## config.mk

```make
export PLATFORM = sky130hd
export DESIGN_NAME = decimal_amount_parser
export DESIGN_NICKNAME = d
export VERILOG_FILES = /design/src/hdl/dap_pkg.sv /design/src/hdl/decimal_amount_parser.sv
export VERILOG_INCLUDE_DIRS = /design/src /design/src/hdl
export SDC_FILE = /design/constraint.sdc
export NUM_CORES = 1
export LEC_CHECK = 0
export ABC_AREA = 0
export BUFFER_PORTS_ARGS = -buffer_cell sky130_fd_sc_hd__buf_2
export CAP_MARGIN = 20
export CORE_UTILIZATION = 47
export DETAILED_ROUTE_END_ITERATION = 12
export GPL_ROUTABILITY_DRIVEN = 0
export PLACE_DENSITY = 0.71
export SLEW_MARGIN = 30
export SYNTH_ARGS = -nofsm -noshare
export SYNTH_HDL_FRONTEND = slang
export SYNTH_SLANG_ARGS = --single-unit
```

## constraint.sdc

```tcl
create_clock -name clk -period 7.4 [get_ports clk]
set_clock_uncertainty 0.15 [all_clocks]
set_input_delay 1.11 -clock clk [delete_from_list [all_inputs] [get_ports clk]]
set_output_delay 1.11 -clock clk [all_outputs]
set_load 0.01 [all_outputs]
```

## src/hdl/assert_macros.svh

```systemverilog
// Assertion helpers; each expects clk and rst_n in scope.
`ifndef ASSERT_MACROS_SVH
`define ASSERT_MACROS_SVH

// Same-cycle implication.
`define ASSERT_IMPL(label, ante, cons) \
    label: assert property (@(posedge clk) disable iff (!rst_n) (ante) |-> (cons)) \
        else $error("assertion failed: implication");

// Next-cycle implication.
`define ASSERT_NEXT(label, ante, cons) \
    label: assert property (@(posedge clk) disable iff (!rst_n) (ante) |=> (cons)) \
        else $error("assertion failed: next-cycle implication");

// Invariant that holds at every edge out of reset.
`define ASSERT_ALWAYS(label, expr) \
    label: assert property (@(posedge clk) disable iff (!rst_n) (expr)) \
        else $error("assertion failed: invariant");

`endif

```

## src/hdl/dap_pkg.sv

```systemverilog
package dap_pkg;

    localparam int unsigned MAX_CHARS_DEF = 15;

    localparam int unsigned CHAR_W    = 8;
    localparam int unsigned STATUS_W  = 2;
    localparam int unsigned AMOUNT_W  = 47;
    localparam int unsigned INT_ACC_W = 40;
    localparam int unsigned INT_X10_W = 44;
    localparam int unsigned FRAC_W    = 7;
    localparam int unsigned DIGIT_W   = 4;
    localparam int unsigned DAP_W     = 2;

    localparam logic [INT_ACC_W-1:0] INT_LIMIT = 40'd999999999999;
    localparam logic [INT_ACC_W-1:0] INT_SAT   = 40'd1000000000000;

    localparam logic [CHAR_W-1:0] CHAR_TERM  = 8'h00;
    localparam logic [CHAR_W-1:0] CHAR_POINT = 8'h2E;
    localparam logic [CHAR_W-1:0] CHAR_ZERO  = 8'h30;
    localparam logic [CHAR_W-1:0] CHAR_NINE  = 8'h39;

    localparam logic [DAP_W-1:0] FRAC_DIGITS = 2'd2;
    localparam logic [DAP_W-1:0] DAP_SAT     = 2'd3;

    typedef enum logic [STATUS_W-1:0] {
        STATUS_OK      = 2'd0,
        STATUS_FORMAT  = 2'd1,
        STATUS_NO_INT  = 2'd2,
        STATUS_RANGE   = 2'd3
    } status_t;

endpackage

```

## src/hdl/decimal_amount_parser.sv

```systemverilog
// Parses an ASCII amount string arriving one byte per request, byte 0 ending it, and
// returns one result per string: a status (ok, bad format, no integer part, integer
// part above 999999999999) and the amount in hundredths, zero unless ok. One byte is
// taken every cycle while char_stall is low; a request sits in an input register and the
// next cycle updates the running accumulators (a times-ten shift-add), or on a
// terminator loads the result register, which holds while res_stall is high. A
// terminator waits in the input register only while the result register is full and
// stalled. Strings longer than MAX_CHARS bytes are reported as bad format.
`include "assert_macros.svh"

module decimal_amount_parser #(
    parameter int unsigned MAX_CHARS = dap_pkg::MAX_CHARS_DEF
) (
    input  logic                             clk,
    input  logic                             rst_n,
    input  logic                             char_valid,
    output logic                             char_stall,
    input  logic [dap_pkg::CHAR_W-1:0]       char_code,
    output logic                             res_valid,
    input  logic                             res_stall,
    output logic [dap_pkg::STATUS_W-1:0]     status,
    output logic [dap_pkg::AMOUNT_W-1:0]     amount_cents
);

    localparam int unsigned CNT_W = $clog2(MAX_CHARS + 2);
    localparam logic [CNT_W-1:0] CNT_LIMIT = CNT_W'(MAX_CHARS);
    localparam logic [CNT_W-1:0] CNT_SAT   = CNT_W'(MAX_CHARS + 1);

    // input register
    logic                            in_vld_reg;
    logic [dap_pkg::CHAR_W-1:0]      in_char_reg;

    // parse state
    logic [dap_pkg::INT_ACC_W-1:0]   int_reg,   int_next;
    logic [dap_pkg::FRAC_W-1:0]      frac_reg,  frac_next;
    logic [CNT_W-1:0]                cnt_reg,   cnt_next;
    logic                            point_reg, point_next;
    logic [dap_pkg::DAP_W-1:0]       dap_reg,   dap_next;
    logic                            lead_reg,  lead_next;
    logic                            err_reg,   err_next;

    // result register
    logic                            out_vld_reg;
    logic [dap_pkg::STATUS_W-1:0]    status_reg, status_next;
    logic [dap_pkg::AMOUNT_W-1:0]    amount_reg, amount_next;

    logic                            is_term;
    logic                            is_digit;
    logic                            in_fire;
    logic                            take_term;
    logic [dap_pkg::DIGIT_W-1:0]     digit;
    logic [dap_pkg::CHAR_W-1:0]      char_off;
    logic [dap_pkg::INT_X10_W-1:0]   int_wide;
    logic [dap_pkg::INT_X10_W-1:0]   int_x10;
    logic [dap_pkg::FRAC_W-1:0]      frac_x10;
    logic [dap_pkg::AMOUNT_W-1:0]    int_amt;
    logic [dap_pkg::AMOUNT_W-1:0]    amount_ok;

    assign is_term  = (in_char_reg == dap_pkg::CHAR_TERM);
    assign is_digit = (in_char_reg >= dap_pkg::CHAR_ZERO) && (in_char_reg <= dap_pkg::CHAR_NINE);
    assign char_off = in_char_reg - dap_pkg::CHAR_ZERO;
    assign digit    = char_off[dap_pkg::DIGIT_W-1:0];

    // a terminator needs room in the result register; other bytes always advance
    assign in_fire    = in_vld_reg && (!is_term || !out_vld_reg || !res_stall);
    assign char_stall = in_vld_reg && !in_fire;
    assign take_term  = in_fire && is_term;

    assign int_wide = {{(dap_pkg::INT_X10_W - dap_pkg::INT_ACC_W){1'b0}}, int_reg};
    assign int_x10  = (int_wide << 3) + (int_wide << 1)
                    + {{(dap_pkg::INT_X10_W - dap_pkg::DIGIT_W){1'b0}}, digit};
    assign frac_x10 = (frac_reg << 3) + (frac_reg << 1)
                    + {{(dap_pkg::FRAC_W - dap_pkg::DIGIT_W){1'b0}}, digit};

    // integer part times 100 as 64 + 32 + 4
    assign int_amt   = {{(dap_pkg::AMOUNT_W - dap_pkg::INT_ACC_W){1'b0}}, int_reg};
    assign amount_ok = (int_amt << 6) + (int_amt << 5) + (int_amt << 2)
                     + {{(dap_pkg::AMOUNT_W - dap_pkg::FRAC_W){1'b0}}, frac_reg};

    always_comb
    begin
        int_next    = int_reg;
        frac_next   = frac_reg;
        cnt_next    = cnt_reg;
        point_next  = point_reg;
        dap_next    = dap_reg;
        lead_next   = lead_reg;
        err_next    = err_reg;
        status_next = status_reg;
        amount_next = amount_reg;

        if (in_fire && is_term)
        begin
            priority if (err_reg || (point_reg && (dap_reg != dap_pkg::FRAC_DIGITS)))
            begin
                status_next = dap_pkg::STATUS_FORMAT;
                amount_next = '0;
            end
            else if ((cnt_reg == '0) || !lead_reg)
            begin
                status_next = dap_pkg::STATUS_NO_INT;
                amount_next = '0;
            end
            else if (int_reg > dap_pkg::INT_LIMIT)
            begin
                status_next = dap_pkg::STATUS_RANGE;
                amount_next = '0;
            end
            else
            begin
                status_next = dap_pkg::STATUS_OK;
                amount_next = amount_ok;
            end
            int_next   = '0;
            frac_next  = '0;
            cnt_next   = '0;
            point_next = 1'b0;
            dap_next   = '0;
            lead_next  = 1'b0;
            err_next   = 1'b0;
        end
        else if (in_fire && !err_reg)
        begin
            if (cnt_reg >= CNT_LIMIT)
            begin
                cnt_next = CNT_SAT;
                err_next = 1'b1;
            end
            else
            begin
                cnt_next = cnt_reg + 1'b1;
                priority if (is_digit)
                begin
                    if (cnt_reg == '0)
                    begin
                        lead_next = 1'b1;
                    end
                    if (point_reg)
                    begin
                        if (dap_reg < dap_pkg::FRAC_DIGITS)
                        begin
                            frac_next = frac_x10;
                        end
                        if (dap_reg < dap_pkg::DAP_SAT)
                        begin
                            dap_next = dap_reg + 1'b1;
                        end
                    end
                    else if (int_x10 > {{(dap_pkg::INT_X10_W - dap_pkg::INT_ACC_W){1'b0}},
                                        dap_pkg::INT_LIMIT})
                    begin
                        int_next = dap_pkg::INT_SAT;
                    end
                    else
                    begin
                        int_next = int_x10[dap_pkg::INT_ACC_W-1:0];
                    end
                end
                else if (in_char_reg == dap_pkg::CHAR_POINT)
                begin
                    if (point_reg)
                    begin
                        err_next = 1'b1;
                    end
                    else
                    begin
                        point_next = 1'b1;
                    end
                end
                else
                begin
                    err_next = 1'b1;
                end
            end
        end
    end

    always_ff @(posedge clk or negedge rst_n)
    begin
        if (!rst_n)
        begin
            in_vld_reg  <= 1'b0;
            out_vld_reg <= 1'b0;
            int_reg     <= '0;
            frac_reg    <= '0;
            cnt_reg     <= '0;
            point_reg   <= 1'b0;
            dap_reg     <= '0;
            lead_reg    <= 1'b0;
            err_reg     <= 1'b0;
        end
        else
        begin
            if (!char_stall)
            begin
                in_vld_reg <= char_valid;
            end
            // hold a stalled result, load a new one on a terminator
            out_vld_reg <= (in_fire && is_term) || (out_vld_reg && res_stall);
            int_reg     <= int_next;
            frac_reg    <= frac_next;
            cnt_reg     <= cnt_next;
            point_reg   <= point_next;
            dap_reg     <= dap_next;
            lead_reg    <= lead_next;
            err_reg     <= err_next;
        end
    end

    always_ff @(posedge clk)
    begin
        if (!char_stall)
        begin
            in_char_reg <= char_code;
        end
        status_reg <= status_next;
        amount_reg <= amount_next;
    end

    assign res_valid    = out_vld_reg;
    assign status       = status_reg;
    assign amount_cents = amount_reg;

    `ASSERT_IMPL(a_err_zero_amount, res_valid && (status != dap_pkg::STATUS_OK), amount_cents == '0)
    `ASSERT_NEXT(a_term_clears, take_term, ({cnt_reg, int_reg} == '0) && !point_reg && !err_reg)
    `ASSERT_NEXT(a_err_freezes, err_reg && !take_term, $stable({int_reg, cnt_reg, frac_reg}))
    `ASSERT_ALWAYS(a_bounds, (cnt_reg <= CNT_SAT) && (int_reg <= dap_pkg::INT_SAT))

endmodule
```

# Word level (Yosys, flattened, before mapping)

Cells that the tools add are included.

Bits in latches: 0
Output and inout port bits: 51
Bits in read-only memories: 0
Register bits after elaboration: 116
Logic and storage cells: 109
Memory bits (writable): 0
Memories kept: 0

Reduce and logical (&&, ||, !) cells: 34
Shifts and indexed selects: 0
Mux-type cells: 39
Bitwise logic cells: 0
Multiply operators: 0
Eq/ne operators: 7
Magnitude comparators: 7
Add/subtract/negate cells: 10
Divide/modulo/power cells: 0

Operators with widths:

| cell                                                               | count |
|---|---|
| two-way mux 40 bit                                                 | 6 |
| adder 46 x 45 -> 47 bit                                            | 1 |
| adder 47 x 42 -> 47 bit                                            | 1 |
| adder 47 x 7 -> 47 bit                                             | 1 |
| adder 43 x 41 -> 44 bit                                            | 1 |
| adder 44 x 4 -> 44 bit                                             | 1 |
| > comparator 44 x 40 -> 1 bit (second input constant)              | 1 |
| two-way mux 7 bit                                                  | 6 |
| > comparator 40 bit (second input constant)                        | 1 |
| two-way mux 1 bit                                                  | 16 |
| two-way mux 2 bit                                                  | 8 |
| two-way mux 5 bit                                                  | 3 |
| nonzero test 2 bit                                                 | 7 |
| AND reduction 4 bit                                                | 3 |
| AND reduction 5 bit                                                | 2 |
| == test 8 x 6 -> 1 bit (second input constant)                     | 1 |
| greater-or-equal comparator 8 x 6 -> 1 bit (second input constant) | 1 |
| less-or-equal comparator 8 x 6 -> 1 bit (second input constant)    | 1 |
| zero test 8 bit                                                    | 1 |
| adder 7 x 4 -> 7 bit                                               | 1 |
| adder 7 bit                                                        | 1 |
| logical AND 1 bit                                                  | 7 |
| zero test 1 bit                                                    | 6 |
| adder 5 x 1 -> 5 bit (second input constant)                       | 1 |
| other kinds (12)                                                   | 19 |

# Logic depth before layout (Yosys ltp)

Word-level depth: 9
Mapped depth: 16

# Worst setup path after synthesis

Ideal clock, no wire load.

Path type: register to register
From: register int_reg[0] (netlist name)
To: register int_reg[9] (netlist name)
Stages on the path, launching flop included: 16
Buffers on the path: 3
Setup slack: 3229 ps
Clock period less this slack: 4171 ps
Arrival time: 3930 ps
Setup time: 91 ps
Cells stage by stage: dfrtp_1 -> fa_1 -> fa_1 -> a21o_2 -> a31oi_1 -> o31a_1 -> buf_6 -> mux2_4 -> nor3_2 -> a311o_1 -> o2111ai_1 -> and4bb_1 -> o2111a_1 -> buf_6 -> buf_12 -> o31ai_4

Cells in the longest elaborated chain, start to end: 9

Ends and longest elaborated chain:

| element                       | RTL line                     | RTL |
|---|---|---|
| start: declaration            | decimal_amount_parser.sv:34  | `logic [dap_pkg::INT_ACC_W-1:0] int_reg, int_next;` |
| start signal: assignment      | decimal_amount_parser.sv:200 | `int_reg <= int_next;` |
| adder 43 x 41 -> 44 bit (*)   | decimal_amount_parser.sv:70  | `assign int_x10 = (int_wide << 3) + (int_wide << 1)` |
| adder 44 x 4 -> 44 bit (*)    | decimal_amount_parser.sv:71  | `+ {{(dap_pkg::INT_X10_W - dap_pkg::DIGIT_W){1'b0}}, digit};` |
| > comparator 44 x 40 -> 1 bit | decimal_amount_parser.sv:149 | `else if (int_x10 > {{(dap_pkg::INT_X10_W - dap_pkg::INT_ACC_W){1'b0}},` |
| two-way mux 40 bit (*)        | decimal_amount_parser.sv:149 |  |
| two-way mux 40 bit (*)        | decimal_amount_parser.sv:138 | `if (point_reg)` |
| two-way mux 40 bit (*)        | decimal_amount_parser.sv:132 | `priority if (is_digit)` |
| two-way mux 40 bit (*)        | decimal_amount_parser.sv:124 | `if (cnt_reg >= CNT_LIMIT)` |
| two-way mux 40 bit (*)        | decimal_amount_parser.sv:122 | `else if (in_fire && !err_reg)` |
| two-way mux 40 bit (*)        | decimal_amount_parser.sv:92  | `if (in_fire && is_term)` |

Mark *: on every way between the ends. The rest lies on a longest branch, timed or not. The select of a mux whose other input is x is not followed.
A chain may end at the register's enable or synchronous reset.

# Final worst setup path

From: register int_reg[0] (netlist name)
To: register int_reg[4] (netlist name)

Same word-level chain as after synthesis.

==> metrics <==
Clock power frac 0.527; max reg flops 47; core area 25900 um2; internal power 0.00127 W; starting density of the core 0.477; initial DRC count 1009; nets@finish 1635; Final Hold Violating Endpoints 0; Yosys Warn Count 0; post-cts sizing count 0; first-pass iteration count of the detailed router 5; remaining antenna violation count 0; clk_lat worst skew 0.43 ns; syn_area_per_cell 9.25 um2; vias in the first global route 9958; Synth-to-Final Area Change 9.35%; Die Y 164 um; area of the mapped netlist 12400 um2; Congestion Overflow GR 0; root buf cell clkbuf_16; most frequent cells in the layout 205 x ha_1, 111 x nand2_1, 109 x a21oi_1; via count 10400; Critical Path End Type register; Seq pwr share 0.424; initial antenna violation count 0; FF-to-FF Start int_reg[0]$_DFFE_PN0P_; Cell variety after synth 89; Combinational Power Share 0.049; Setup CP Type register to register; Inserted Diodes 0; # IOs 63; Slew HR 0.461; DIE WIDTH 164 um; Reg clk slew, reported paths 0.05 ns; Final Cycle Share 0.714; cell count after synthesis 1338; vias per cell 6.01; largest net degree at the start of global routing 62; htree depth 4; sequential-to-total area share from yosys stat 0.258; synthesized net count 1598; switching fraction of total power 0.220; P_sw 0.000358 W; global-route wire length before repair 49700 um; CTS Buf Count 17; worst endpoint required time 7.57 ns; met2 usage 0.381; Core Util, Final 0.522; Power Dens Cells 120 nW/um2; multi-input logic area 8720 um2; worst slew pin tran 0.806 ns; GR peak layer met2; post-DP HPWL 23300 um; Filler Cell Count 2344; min-delay src lead_reg$_DFFE_PN0P_; fmax 0.189 GHz; Max Cap Viol 0; clock sinks 116; per-cell routed wire length 17.5 um; share of layout cells above drive strength 1 0.103; IO buf count 62; Setup violations, final 0; post-synthesis register bit count 116; CTS tree done; Main synth FF type dfrtp_1; outcome finished, final reports clean; total negative slack 0 ns; commonest non-fill, non-tap cell in the layout ha_1; async set-reset flop share out of synthesis 0.509; WHS 0.351 ns; post-CTS setup buffer count 0; EDFF count, synth 57; global routing usage on met1 0.313; met3 usage 0.0232; Remaining DRCs 0; sequential cell area 3190 um2; Die ar. 27000 um2; Crit Path Max Fanout 16; CTS Hold Bufs 0; post-layout min period 5.28 ns; Rows 59; VDD IR max 0.164 mV; Lkg Pwr 6.53 nW; crit path DAT 5.45 ns; Hold WC Path Type register to register; Longest Clk Path Bufs 2; Worst setup SP type register; launch point of the critical path int_reg[0]$_DFFE_PN0P_; GRT Resource Usage Total 0.231; DRT Wirelength 30100 um; RSZ-0062 raised after global routing false; fin. max-slew vios 0
## routing by layer
metal	up-vias	routed length [um]	part of all wire
li1	5054	-	-
met1	4963	14300	0.48
met2	297	13900	0.46
met3	49	1210	0.040
met4	0	645	0.021
met5	-	0	0
## through the flow
stage	power, W	instance area, um2	cells	worst slack, ns
6_report	0.00162	13500	1723	2.12
5_1_grt	0.00167	13500	1723	1.71
4_1_cts	0.00163	13500	1723	2.11
3_5_place_dp	0.000778	12900	1691	2.14
3_3_place_gp	0.000777	12900	1691	2.35
2_1_floorplan	0.000751	12400	1338	3.23
## critical path, stage by stage (launching register included)
cell and delay [ns]:
dfrtp_1 0.50, fa_1 0.58, fa_1 0.47, a21o_2 0.25, a31oi_1 0.36, nor4_1 0.13
or4_1 0.45, a22oi_2 0.29, o21ai_1 0.14, a2111oi_2 0.37, and2_1 0.45, nand3_2 0.57
o31ai_1 0.45
## power groups by stage
stage / Sequential (W) / Combinational [W] / Clock (W)
3_5_place_dp: 0.000700 / 0.0000772 / 0
3_3_place_gp: 0.000700 / 0.0000770 / 0
5_1_grt: 0.000689 / 0.0000908 / 0.000888
6_report: 0.000688 / 0.0000799 / 0.000857
2_1_floorplan: 0.000698 / 0.0000528 / 0
4_1_cts: 0.000688 / 0.0000806 / 0.000861
## synth_stat cells, types with 6 or more instances
master,number,area (um2)
inv_1,58,218
a31oi_1,13,81.3
or3_1,7,43.8
buf_2,11,55.1
nor4_1,6,37.5
nor3_1,34,170
xnor2_1,37,324
clkbuf_1,35,131
nand2_1,111,417
o31ai_2,6,75.1
o31ai_1,12,90.1
and2_1,14,87.6
o21ai_1,13,65.1
ha_1,205,2560
edfxtp_1,57,1710
a41oi_1,7,61.3
and3_1,18,113
dfrtp_1,59,1480
nand4_1,33,206
xor2_1,24,210
a211oi_1,12,90.1
o211ai_1,9,67.6
a311oi_1,6,52.6
nand2b_1,11,68.8
nand3_1,40,200
o21ai_0,67,335
nor2b_1,10,62.6
fa_1,43,861
nor2_1,92,345
a21o_1,40,300
o21a_1,22,165
a21boi_0,7,52.6
o21bai_1,8,60.1
a21oi_1,109,546
## path summary, 6_finish.rpt
check / end / slack [ns] / cells after the start
max: int_reg[4]$_DFFE_PN0P_ / 2.12 / 12
min: lead_reg$_DFFE_PN0P_ / 0.35 / 2
max reg2reg: int_reg[4]$_DFFE_PN0P_ / 2.12 / 12
min reg2reg: lead_reg$_DFFE_PN0P_ / 0.35 / 2
max in group asynchronous: int_reg[29]$_DFFE_PN0P_ / 5.87 / 2
min in group asynchronous: frac_reg[5]$_DFFE_PN0P_ / 0.69 / 2
## logic make-up after synthesis
logic type / count (synthesis) / synth area share
fa+ha+maj: 248 / 0.277
flops: 116 / 0.258
simple gates: 404 / 0.160
buf+inv: 111 / 0.0386
mux: 7 / 0.00627
compound gates: 391 / 0.217
xor+xnor: 61 / 0.0432
## cell type report
cell class,count,area share
Multi-Input combinational cell,1111,0.644
Clock buffer,25,0.0383
Timing Repair Buffer,70,0.0274
Sequential cell,116,0.236
Clock inverter,7,0.00694
Inverter,59,0.0164
Tap cell,335,0.0310
(Power assumes the default switching activity.)
